$ cat config.mk
export PLATFORM = sky130hd
export DESIGN_NAME = x86_alu_with_flags_top
export DESIGN_NICKNAME = d
export VERILOG_FILES = /design/src/hw/rtl/xalu_pkg.sv /design/src/hw/rtl/x86_alu_with_flags_top.sv
export SDC_FILE = /design/constraint.sdc
export NUM_CORES = 1
export LEC_CHECK = 0
export BUFFER_PORTS_ARGS = -buffer_cell sky130_fd_sc_hd__buf_2
export CAP_MARGIN = 15
export CELL_PAD_IN_SITES_DETAIL_PLACEMENT = 1
export CELL_PAD_IN_SITES_GLOBAL_PLACEMENT = 2
export CORE_MARGIN = 4
export CORE_UTILIZATION = 30
export CTS_BUF_LIST = sky130_fd_sc_hd__clkbuf_4
export DETAILED_ROUTE_END_ITERATION = 8
export PLACE_DENSITY_LB_ADDON = 0.15
export REMOVE_ABC_BUFFERS = 1
export SLEW_MARGIN = 25
export SYNTH_ARGS = -nofsm -noshare
export SYNTH_HDL_FRONTEND = slang
export SYNTH_SLANG_ARGS = --single-unit
$ cat constraint.sdc
create_clock -name clk -period 11.4 [get_ports clk]
set_input_delay 2.28 -clock clk [delete_from_list [all_inputs] [get_ports clk]]
set_output_delay 2.28 -clock clk [all_outputs]
set_load 0.03 [all_outputs]
$ cat src/hw/rtl/xalu_pkg.sv
package xalu_pkg;

  typedef enum logic [2:0] {
    MODE_ADD = 3'd0,
    MODE_SUB = 3'd1,
    MODE_AND = 3'd2,
    MODE_OR  = 3'd3,
    MODE_XOR = 3'd4,
    MODE_MUL = 3'd5
  } mode_t;

  // Bit positions in the written-flags mask.
  localparam int unsigned FB_CARRY    = 0;
  localparam int unsigned FB_OVERFLOW = 1;
  localparam int unsigned FB_SIGN     = 2;
  localparam int unsigned FB_ZERO     = 3;
  localparam int unsigned FB_AUX      = 4;
  localparam int unsigned FB_PARITY   = 5;

  localparam logic [5:0] FW_ARITH = 6'h3f;
  localparam logic [5:0] FW_LOGIC = 6'h2f;
  localparam logic [5:0] FW_MUL   = 6'h03;
  localparam logic [5:0] FW_NONE  = 6'h00;

endpackage

$ cat src/hw/rtl/x86_alu_with_flags_top.sv
// Three-stage ALU pipeline: input register, execute (add/sub/logic and the 16x16
// multiplier), then flag evaluation into the output register.
// An accepted item passes the input, execute and output registers to reach out_valid.
// Throughput: one item per cycle; a stall at the output backs up stage by stage
// without losing or repeating an item.
// Reset (synchronous, active low) clears the stage valid bits only.
module x86_alu_with_flags_top
  import xalu_pkg::*;
(
  input  logic        clk,
  input  logic        rst_n,
  input  logic        in_valid,
  output logic        in_ready,
  input  logic [2:0]  in_mode,
  input  logic        in_wide,
  input  logic [15:0] in_operand_a,
  input  logic [15:0] in_operand_b,
  input  logic        in_carry_in,
  output logic        out_valid,
  input  logic        out_ready,
  output logic [31:0] out_result,
  output logic        out_flag_carry,
  output logic        out_flag_overflow,
  output logic        out_flag_sign,
  output logic        out_flag_zero,
  output logic        out_flag_aux,
  output logic        out_flag_parity,
  output logic [5:0]  out_flags_written
);

  logic en1, en2, en3;
  logic v1_r, v2_r, v3_r;

  // Stage 1: captured item.
  logic [2:0]  mode1_r;
  logic        wide1_r;
  logic [15:0] a1_r, b1_r;
  logic        cin1_r;

  // Stage 2: raw result and arithmetic flags.
  logic [31:0] res2_r, res2_nxt;
  logic        c2_r, c2_nxt;
  logic        o2_r, o2_nxt;
  logic        aux2_r, aux2_nxt;
  logic        wide2_r;
  logic        mul2_r, mul2_nxt;
  logic [5:0]  wr2_r, wr2_nxt;

  // Stage 3: output register.
  logic [31:0] res3_r;
  logic        c3_r, o3_r, s3_r, z3_r, aux3_r, p3_r;
  logic [5:0]  wr3_r;
  logic        c3_nxt, o3_nxt, s3_nxt, z3_nxt, aux3_nxt, p3_nxt;

  assign en3      = !v3_r || out_ready;
  assign en2      = !v2_r || en3;
  assign en1      = !v1_r || en2;
  assign in_ready = en1;

  always_ff @(posedge clk) begin
    if (!rst_n) begin
      v1_r <= 1'b0;
      v2_r <= 1'b0;
      v3_r <= 1'b0;
    end else begin
      if (en1) v1_r <= in_valid;
      if (en2) v2_r <= v1_r;
      if (en3) v3_r <= v2_r;
    end
  end

  always_ff @(posedge clk) begin
    if (en1) begin
      mode1_r <= in_mode;
      wide1_r <= in_wide;
      a1_r    <= in_operand_a;
      b1_r    <= in_operand_b;
      cin1_r  <= in_carry_in;
    end
  end

  // Execute stage.
  logic [15:0]        am, bm, rm;
  logic [16:0]        sum17, diff17;
  logic signed [31:0] prod;
  logic               at, bt, rt;

  always_comb begin
    am     = wide1_r ? a1_r : {8'h00, a1_r[7:0]};
    bm     = wide1_r ? b1_r : {8'h00, b1_r[7:0]};
    sum17  = {1'b0, am} + {1'b0, bm} + {16'h0000, cin1_r};
    diff17 = {1'b0, am} - {1'b0, bm} - {16'h0000, cin1_r};
    prod   = 32'($signed(a1_r) * $signed(b1_r));
    at     = wide1_r ? am[15] : am[7];
    bt     = wide1_r ? bm[15] : bm[7];

    res2_nxt = 32'h0;
    c2_nxt   = 1'b0;
    o2_nxt   = 1'b0;
    aux2_nxt = 1'b0;
    mul2_nxt = 1'b0;
    wr2_nxt  = FW_NONE;
    rm       = 16'h0000;
    rt       = 1'b0;

    case (mode1_r)
      MODE_ADD: begin
        rm       = wide1_r ? sum17[15:0] : {8'h00, sum17[7:0]};
        rt       = wide1_r ? rm[15] : rm[7];
        c2_nxt   = wide1_r ? sum17[16] : sum17[8];
        o2_nxt   = ~(at ^ bt) & (at ^ rt);
        aux2_nxt = am[4] ^ bm[4] ^ rm[4];
        res2_nxt = {16'h0000, rm};
        wr2_nxt  = FW_ARITH;
      end
      MODE_SUB: begin
        rm       = wide1_r ? diff17[15:0] : {8'h00, diff17[7:0]};
        rt       = wide1_r ? rm[15] : rm[7];
        // The 17-bit difference is negative exactly when a borrow occurs.
        c2_nxt   = diff17[16];
        o2_nxt   = (at ^ bt) & (at ^ rt);
        aux2_nxt = am[4] ^ bm[4] ^ rm[4];
        res2_nxt = {16'h0000, rm};
        wr2_nxt  = FW_ARITH;
      end
      MODE_AND: begin
        res2_nxt = {16'h0000, am & bm};
        wr2_nxt  = FW_LOGIC;
      end
      MODE_OR: begin
        res2_nxt = {16'h0000, am | bm};
        wr2_nxt  = FW_LOGIC;
      end
      MODE_XOR: begin
        res2_nxt = {16'h0000, am ^ bm};
        wr2_nxt  = FW_LOGIC;
      end
      MODE_MUL: begin
        res2_nxt = prod;
        mul2_nxt = 1'b1;
        wr2_nxt  = FW_MUL;
      end
      default: begin
        res2_nxt = 32'h0;
      end
    endcase
  end

  always_ff @(posedge clk) begin
    if (en2) begin
      res2_r  <= res2_nxt;
      c2_r    <= c2_nxt;
      o2_r    <= o2_nxt;
      aux2_r  <= aux2_nxt;
      wide2_r <= wide1_r;
      mul2_r  <= mul2_nxt;
      wr2_r   <= wr2_nxt;
    end
  end

  // Flag stage.
  logic mul_fits;

  always_comb begin
    // The product fits in 16 signed bits when bits 31..15 are all equal.
    mul_fits = (res2_r[31:15] == 17'h00000) || (res2_r[31:15] == 17'h1ffff);
    c3_nxt   = mul2_r ? !mul_fits : c2_r;
    o3_nxt   = mul2_r ? !mul_fits : o2_r;
    s3_nxt   = wr2_r[FB_SIGN] & (wide2_r ? res2_r[15] : res2_r[7]);
    z3_nxt   = wr2_r[FB_ZERO] & (res2_r[15:0] == 16'h0000);
    aux3_nxt = wr2_r[FB_AUX] & aux2_r;
    p3_nxt   = wr2_r[FB_PARITY] & ~(^res2_r[7:0]);
  end

  always_ff @(posedge clk) begin
    if (en3) begin
      res3_r <= res2_r;
      c3_r   <= c3_nxt;
      o3_r   <= o3_nxt;
      s3_r   <= s3_nxt;
      z3_r   <= z3_nxt;
      aux3_r <= aux3_nxt;
      p3_r   <= p3_nxt;
      wr3_r  <= wr2_r;
    end
  end

  assign out_valid         = v3_r;
  assign out_result        = res3_r;
  assign out_flag_carry    = c3_r;
  assign out_flag_overflow = o3_r;
  assign out_flag_sign     = s3_r;
  assign out_flag_zero     = z3_r;
  assign out_flag_aux      = aux3_r;
  assign out_flag_parity   = p3_r;
  assign out_flags_written = wr3_r;

  a_mul_c_eq_o: assert property (@(posedge clk) disable iff (!rst_n)
    (out_valid && out_flags_written == FW_MUL) |-> (out_flag_carry == out_flag_overflow))
    else $error("multiply carry and overflow differ");

  a_logic_clears_co: assert property (@(posedge clk) disable iff (!rst_n)
    (out_valid && out_flags_written == FW_LOGIC) |-> (!out_flag_carry && !out_flag_overflow))
    else $error("logic operation set carry or overflow");

  a_none_is_zero: assert property (@(posedge clk) disable iff (!rst_n)
    (out_valid && out_flags_written == FW_NONE) |-> (out_result == 32'h0))
    else $error("unused mode produced a nonzero result");

  a_stall_holds_stage2: assert property (@(posedge clk) disable iff (!rst_n)
    (v2_r && !en2) |=> (v2_r && $stable(res2_r)))
    else $error("execute stage item lost during stall");

endmodule
==> results.md, run 1 <==
- Root buffer cell: clkbuf_4
- Resized Gates After CTS: 0
- Hold Fails Final Rpt: 0
- Layout area overhead: 9.57%
- Clock latency on the worst-skew pair: 710 ps
- CTS clk-pin slew, worst paths: 140 ps
- Register area share after synthesis: 21.6%
- Gr ovfl total: 0
- Critical path peak fanout: 13
- Met2 usage: 33.7%
- I/O pin cnt: 87
- Avg Inst Size Synth: 9.72 um2
- Vias: 12100
- Status: completed
- Wire per inst: 20.8 um
- Crit path kind: reg2reg
- Die width: 244 um
- Max stage delay on crit path: 920 ps
- H-tree Lvls: 4
- Vias in the first global route: 13900
- Row cnt: 86
- Period minus WS final: 7040 ps
- Initial cell density of the core: 30.3%
- Number of port buffers: 86
- Slew Viols, Final: 0
- Met1 usage: 22.9%
- DR vias/cell: 4.75
- Crit start category: flop
- Maximum clock rate: 142 MHz
- Nets@finish: 2239
- Actual slew at the worst max-slew pin: 1020 ps
- Die area: 59500 um2
- Critical-path top delay cell: edfxtp_1
- CTS sink cnt: 121
- GP Congestion: 0.797
- Clock tree buffer depth: 2
- Yosys cell types: 75
- Grt peak-use layer: met2
- Largest cells by area after synthesis: fa_1 (32%), edfxtp_1 (21%), ha_1 (11%)
- RSZ-0062 raised after global routing: no
- CP cell instances: ha_1, inv_1, fa_1, inv_1, fa_1, inv_1, fa_1, inv_1, fa_1, fa_1, inv_1, fa_1, inv_1, ha_1, a21o_1, o21bai_1, a31oi_1, nor2_1, nor4_2, o31ai_2, or3_1, o221ai_1
- DR pass1 iterations: 5
- Post-synthesis register bit count: 121
- Worst EP required: 11940 ps
- Setup-failing EPs final: 0
- Yosys top cell area share: 31.9%
- Final period util: 61.8%
- Max-cap violations: 0
- First-pass GRT wire length: 83400 um
- Mapped Cells: 1719
- Hold Buf Count CTS: 0
- Non-Filler Instances: 2550
- Number of synthesized flops with an enable pin: 118
- Synth area leader: fa_1
- Slew HR: 32.2%
- Post-Syn Area: 16700 um2
- Tot GR Track Use: 18.5%
- Clock skew: 17.3 ps
- WL final: 53100 um
- Min Hold Slack: 447 ps
- Min-Delay Path Class: reg2reg
- TNS Setup: 0 ps
- Top FF cell, synth: edfxtp_1
- Final core occ: 33.2%
- Placed cell count: 2513
- CTS tree: yes
- CTS Buf Count: 17
- Grt met3 use: 2.81%
- First DRT Iteration DRCs: 553
- Number of setup buffers added after CTS: 0
- Largest net degree at the start of global routing: 45
- DR DRC count: 0
- Fraction of registers with async set/reset: 0%
- Syn. warnings: 0
- Share of cells above drive strength 1: 8.29%
- DP Wirelength: 42600 um
- Die height: 244 um
- Initial antenna violation count: 4
- Final ANT Viol Nets: 0
- Arrival time worst endpoint: 7580 ps
- Crit end category: flop
- Core area: 55100 um2
[registers in the layout, summed over array words and instances, names as in the netlist]
signal             cells
out_result            32
out_flag_zero          1
mode1_r                3
out_flag_overflow      1
mul2_r                 1
res2_r                32
out_valid              1
out_flag_parity        1
v2_r                   1
wide1_r                1
o2_r                   1
out_flag_aux           1
out_flags_written      3
cin1_r                 1
a1_r                  16
c2_r                   1
b1_r                  16
out_flag_carry         1
v1_r                   1
wr2_r                  3
aux2_r                 1
out_flag_sign          1
wide2_r                1
[path summary, 6_finish.rpt]
path / from / endpoint / depth (start not counted) / slack, ps
setup / recovery: a1_r[7] / res2_r[31] / 22 / 4360
hold / removal: res2_r[14] / out_result[14] / 0 / 450
hold reg to reg: res2_r[14] / out_result[14] / 0 / 450
setup reg to reg: a1_r[7] / res2_r[31] / 22 / 4360
[cells by family after synthesis]
| family | after synthesis | share of synthesized area (%) |
|---|---|---|
| muxes | 9 | 0.562 |
| buffers and inverters | 413 | 9.40 |
| xor gates and xnor gates | 55 | 2.88 |
| adders and majority gates | 414 | 42.9 |
| DFF | 121 | 21.6 |
| and+or+nand+nor | 489 | 13.8 |
| AOI/OAI and AO/OA | 218 | 8.83 |
[final cells by class]
type,instances,area (um2)
Antenna cell,5,12.5
Clock buffer,17,128
Inverter,359,1350
Sequential cell,121,3600
Fill cell,6393,36800
Clock inverter,15,203
Timing Repair Buffer,100,536
Multi-Input combinational cell,1185,11500
Tap cell,748,936
[metal layers]
layer | vias up | wire length (um)
li1 | 5607 | -
met1 | 6259 | 22600
met2 | 178 | 27500
met3 | 68 | 1720
met4 | 0 | 1270
met5 | - | 0
[critical path, delay by kind of cell, from the launching register on]
family	cells	cell delay, ps
adder cells (fa/ha/maj)	8	3690
AND/OR/NAND/NOR	3	930
flip-flops	1	920
AO/OA/AOI/OAI	5	910
buffers and inverters	6	420
[synthesized netlist by cell type, drive strengths merged (5+ instances only)]
| library cell | number |
|---|---|
| xnor2 | 40 |
| a31oi | 8 |
| o22ai | 7 |
| o31ai | 7 |
| o21bai | 6 |
| o21ai | 51 |
| or3 | 11 |
| and2 | 80 |
| o21a | 13 |
| xor2 | 15 |
| inv | 356 |
| mux2i | 6 |
| a211oi | 13 |
| nand3 | 11 |
| nand2 | 177 |
| a21o | 19 |
| ha | 148 |
| nor2b | 10 |
| nand4 | 10 |
| nand2b | 17 |
| o211ai | 5 |
| nor4 | 10 |
| nor3 | 24 |
| a222oi | 5 |
| fa | 266 |
| buf | 7 |
| nor2 | 119 |
| a21oi | 47 |
| clkbuf | 47 |
| edfxtp | 118 |
[per-stage QoR]
step / instance area (um2) / worst slack, ps
floorplan: 16500 / 5340
global placement: 18000 / 4410
detailed placement: 18000 / 4350
CTS: 18300 / 4290
global route: 18300 / 3980
finish: 18300 / 4360
[placed cells by master, fill, tap and decap left out, types with 6 or more instances in the layout]
cell type / count
inv_1: 355
fa_1: 266
nand2_1: 176
ha_1: 148
nor2_1: 119
edfxtp_1: 118
buf_2: 86
and2_1: 80
a21oi_1: 47
xnor2_1: 40
o21ai_0: 33
nor3_1: 23
a21o_1: 19
nand2b_1: 17
o21ai_1: 17
clkbuf_4: 17
xor2_1: 15
buf_4: 14
o21a_1: 13
or3_1: 11
a211oi_1: 11
nor2b_1: 10
nand4_1: 10
nand3_1: 10
nor4_1: 9
a31oi_1: 8
o22ai_1: 7
o21bai_1: 6
o31ai_1: 6
mux2i_1: 6
Power of run 1 is not shown: default switching activity piles up to over one toggle a cycle in this logic, so the estimate is an artifact.
==> run 2: changes to the inputs <==
==> constraint.sdc (replaced) <==
create_clock -name clk -period 6.5 [get_ports clk]
set_input_delay 1.3 -clock clk [delete_from_list [all_inputs] [get_ports clk]]
set_output_delay 1.3 -clock clk [all_outputs]
set_load 0.03 [all_outputs]
==> results.md, run 2 (same netlist as run 1, synthesis figures left out) <==
- Status: completed
- Maximum clock rate: 160 MHz
- Final ANT Viol Nets: 0
- I/O pin cnt: 87
- Arrival time worst endpoint: 6650 ps
- DR vias/cell: 4.70
- Setup-failing EPs final: 0
- H-tree Lvls: 4
- Largest net degree at the start of global routing: 45
- Die height: 244 um
- GP Congestion: 0.814
- Core area: 55100 um2
- Number of port buffers: 86
- Crit path kind: reg2reg
- Crit start category: flop
- Min-Delay Path Class: reg2reg
- Period minus WS final: 6260 ps
- First DRT Iteration DRCs: 525
- DP Area: 18500 um2
- Clock skew: 59.0 ps
- Fin area: 19000 um2
- Clock latency on the worst-skew pair: 700 ps
- First-pass GRT wire length: 85100 um
- Slew HR: 36.1%
- Nets@finish: 2328
- Vias in the first global route: 14200
- CTS Buf Count: 17
- Row cnt: 86
- Critical path peak fanout: 12
- Layout area overhead: 13.6%
- Clock tree buffer depth: 2
- Wire per inst: 20.5 um
- Worst EP required: 6890 ps
- Final period util: 96.3%
- CTS tree: yes
- Max-cap violations: 0
- Hold Fails Final Rpt: 0
- Share of cells above drive strength 1: 13.2%
- Uppermost layer routed: met5
- Slew Viols, Final: 0
- Metal2 WL: 28500 um
- FILL cells: 6429
- DP Wirelength: 45500 um
- Initial antenna violation count: 8
- Met3 WL: 1580 um
- Die area: 59500 um2
- CTS clk-pin slew, worst paths: 140 ps
- Worst R2R Path Depth: 23
- Actual slew at the worst max-slew pin: 958 ps
- RSZ-0062 raised after global routing: yes
- Gr ovfl total: 0
- Placed cell count: 2578
- DRT met1 WL: 23100 um
- Most common cell after layout, fill and taps aside: inv_1
- Tot GR Track Use: 18.9%
- Root buffer cell: clkbuf_4
- Most frequent cells in the layout: inv_1 (354), fa_1 (265), nand2_1 (176), ha_1 (145), edfxtp_1 (118)
- Vias: 12400
- DR DRC count: 0
- Hold depth: 0
- Crit end category: flop
- Die width: 244 um
- DR pass1 iterations: 5
- Initial cell density of the core: 30.3%
- Non-Filler Instances: 2639
- WL final: 54100 um
- CTS sink cnt: 121
## run 2: cell count changes in the layout (fill, tap and decap cells not counted), moves of 3 or more
cell       before  now
ha_1          148  145
buf_4          14  100
bufinv_16       3    0
clkinv_2        0    3
## run 2: layout make-up
type / count / area (um2) / share of cell area, %
timing repair buffer: 189 / 1220 / 6.44
clock inverter: 14 / 114 / 0.600
multi-input combinational: 1185 / 11600 / 61.2
antenna: 5 / 12.5 / 0.0659
inverter: 359 / 1350 / 7.12
tap: 748 / 936 / 4.93
clock buffer: 18 / 135 / 0.712
sequential: 121 / 3600 / 19.0
## run 2: path summary, 6_finish.rpt
check             startpoint                   end  slack [ps]
setup reg to reg     a1_r[7]            res2_r[27]         240
hold / removal      wr2_r[1]  out_flags_written[1]         460
setup / recovery     a1_r[7]            res2_r[27]         240
hold reg to reg     wr2_r[1]  out_flags_written[1]         460
## run 2: timing repair
action	CTS	global route
pin swaps	0	5
endpoints found under the setup margin	1	12
gates resized for setup	1	18
endpoints found under the hold margin	0	0
buffers inserted	4	20
hold buffers	0	0
## run 2: worst max-delay path: stages (launching register included)
cell and delay, ps:
edfxtp_1 460, buf_12 200, clkinvlp_4 170, nor2_1 160, fa_1 420, inv_1 80
fa_1 430, fa_1 510, inv_1 60, fa_1 490, fa_1 490, inv_1 50
fa_1 470, inv_1 40, ha_1 350, nand2_1 140, nor4_2 340, o31ai_2 150
a21oi_1 210, nor4_2 80, buf_4 160, o31ai_1 280, xnor2_1 160, nor2_1 50
## run 2: metal layers
metal	GRT usage (%)	vias to the layer above
met3	2.58	46
met1	23.1	6423
li1	-	5778
met5	0	-
met2	35.1	158
met4	4.39	2
## run 2: stage by stage
step	util, %	hold slack [ps]	worst slack, ps	TNS [ps]
after CTS	34.0	467	31.8	0
after global placement	33.5	403	96.3	0
after detailed placement	33.5	428	15.4	0
final	34.5	460	242	0
after floorplan	-	400	437	0
after global routing	34.5	464	-55.1	-77.6
Power of run 2 is left out for the same reason.
==> run 3: changes to the inputs <==
--- a/config.mk
+++ b/config.mk
@@ -5,7 +5,7 @@
 export SDC_FILE = /design/constraint.sdc
 export NUM_CORES = 1
 export LEC_CHECK = 0
-export BUFFER_PORTS_ARGS = -buffer_cell sky130_fd_sc_hd__buf_2
+export BUFFER_PORTS_ARGS = -buffer_cell sky130_fd_sc_hd__clkbuf_2
 export CAP_MARGIN = 15
 export CELL_PAD_IN_SITES_DETAIL_PLACEMENT = 1
 export CELL_PAD_IN_SITES_GLOBAL_PLACEMENT = 2
==> results.md, run 3 (same netlist as run 1, synthesis figures left out) <==
- Status: completed
- Gr ovfl total: 0
- Initial cell density of the core: 30.3%
- Layout area overhead: 13.7%
- Wire per inst: 20.6 um
- R2R Path Start: b1_r[3]
- Arrival time worst endpoint: 6650 ps
- Post-layout worst setup margin: 278 ps
- GP Congestion: 0.822
- Setup-failing EPs final: 0
- TNS Setup: 0 ps
- DR DRC count: 0
- Crit path kind: reg2reg
- Met2 usage: 35.2%
- Worst Hold Launch: wr2_r[1]
- Largest delay share family, worst path: adder cells
- Clock tree buffer depth: 2
- Die height: 244 um
- FILL cells: 6362
- Hold Fails Final Rpt: 0
- Worst r2r dst: res2_r[13]
- Hold Path Sink: out_flags_written[1]
- Vias: 12400
- Row cnt: 86
- Final period util: 95.7%
- Storage cell area: 3600 um2
- Die width: 244 um
- Setup slack, reg-to-reg: 280 ps
- Initial antenna violation count: 3
- I/O pin cnt: 87
- Crit path buf inv count: 6
- Hold depth: 0
- Clock latency on the worst-skew pair: 690 ps
- Hold Buf Count CTS: 0
- Slew Viols, Final: 0
- DR vias/cell: 4.73
- Placed cell count: 2577
- Largest net degree at the start of global routing: 45
- Actual slew at the worst max-slew pin: 976 ps
- Slew HR: 34.9%
- CTS Buf Count: 17
- Non-Filler Instances: 2632
- Share of cells above drive strength 1: 13.2%
- Max stage delay on crit path: 590 ps
- Area of the multi-input gates: 11600 um2
- Critical-path top delay cell: edfxtp_1
- Worst R2R Path Depth: 22
- Period minus WS final: 6220 ps
- CP cell instances: buf_4, ha_1, inv_1, fa_1, fa_1, inv_1, ha_1, fa_1, ha_1, inv_1, fa_1, inv_1, ha_1, o21ai_1, a21oi_1, buf_4, o311a_1, nor2_1, o21ai_1, xor2_1, a221oi_1, o211ai_1
- CTS sink cnt: 121
- Nets@finish: 2324
- Worst EP required: 6930 ps
- Min-Delay Path Class: reg2reg
- Number of port buffers: 86
- Grt peak-use layer: met2
- Met1 usage: 23.3%
- Clock skew: 26.3 ps
- DR pass1 iterations: 5
- Most frequent cells in the layout: inv_1 (354), fa_1 (264), nand2_1 (175), ha_1 (146), edfxtp_1 (118)
- Root buffer cell: clkbuf_4
- Final ANT Viol Nets: 0
- Most common cell after layout, fill and taps aside: inv_1
- CTS clk-pin slew, worst paths: 130 ps
- Die area: 59500 um2
- Critical path peak fanout: 7
- Max-cap violations: 0
- CTS tree: yes
- Dpl ws: 35.6 ps
- Vias in the first global route: 14200
- H-tree Lvls: 4
- Tot GR Track Use: 19.0%
- First-pass GRT wire length: 85300 um
- Maximum clock rate: 161 MHz
- Core area: 55100 um2
- Crit end category: flop
- DP Wirelength: 45600 um
- WL final: 54100 um
- Crit start category: flop
- Grt met3 use: 2.61%
- First DRT Iteration DRCs: 479
run 3: area by class of cell:
type | instances | share of cell area, %
Clock buffer | 19 | 0.751
Sequential cell | 121 | 19.0
Timing Repair Buffer | 185 | 6.33
Multi-Input combinational cell | 1185 | 61.1
Inverter | 359 | 7.11
Tap cell | 748 | 4.92
Antenna cell | 3 | 0.0395
Clock inverter | 12 | 0.744
run 3: what timing repair did:
item,CTS,global route
setup buffers,3,18
endpoints found under the setup margin,1,13
resized for setup,0,23
endpoints found under the hold margin,0,0
pin swaps,0,3
run 3: worst max path at each step:
stage / from / endpoint / slack [ps] / depth (start not counted)
after floorplan: a1_r[15] / res2_r[30] / 440 / 17
after global placement: b1_r[7] / res2_r[31] / 100 / 23
after detailed placement: a1_r[8] / res2_r[31] / 40 / 21
after CTS: b1_r[7] / res2_r[31] / 20 / 23
after global routing: a1_r[3] / res2_r[31] / -40 / 22
final: b1_r[3] / res2_r[13] / 280 / 22
run 3: layer usage:
| metal | wire [um] | vias up |
|---|---|---|
| met1 | 23200 | 6459 |
| met2 | 28400 | 152 |
| met4 | 1100 | 2 |
| li1 | - | 5779 |
| met5 | 7 | - |
| met3 | 1380 | 57 |
run 3: worst reg2reg max path, stage by stage, from the launching register on:
cell and delay (ps):
edfxtp_1 590, buf_4 270, ha_1 290, inv_1 170, fa_1 500, fa_1 540, inv_1 40, ha_1 210
fa_1 480, ha_1 300, inv_1 50, fa_1 470, inv_1 40, ha_1 330, o21ai_1 100, a21oi_1 50
buf_4 160, o311a_1 350, nor2_1 200, o21ai_1 100, xor2_1 200, a221oi_1 370, o211ai_1 160
run 3: metrics by stage:
| stage | hold WS, ps | instance area, um2 | util, % |
|---|---|---|---|
| floorplan | 400 | 16500 | - |
| global placement | 403 | 18500 | 33.5 |
| detailed placement | 411 | 18500 | 33.5 |
| CTS | 441 | 18800 | 34.1 |
| global route | 445 | 19000 | 34.5 |
| finish | 438 | 19000 | 34.5 |
Power of run 3 is left out for the same reason.
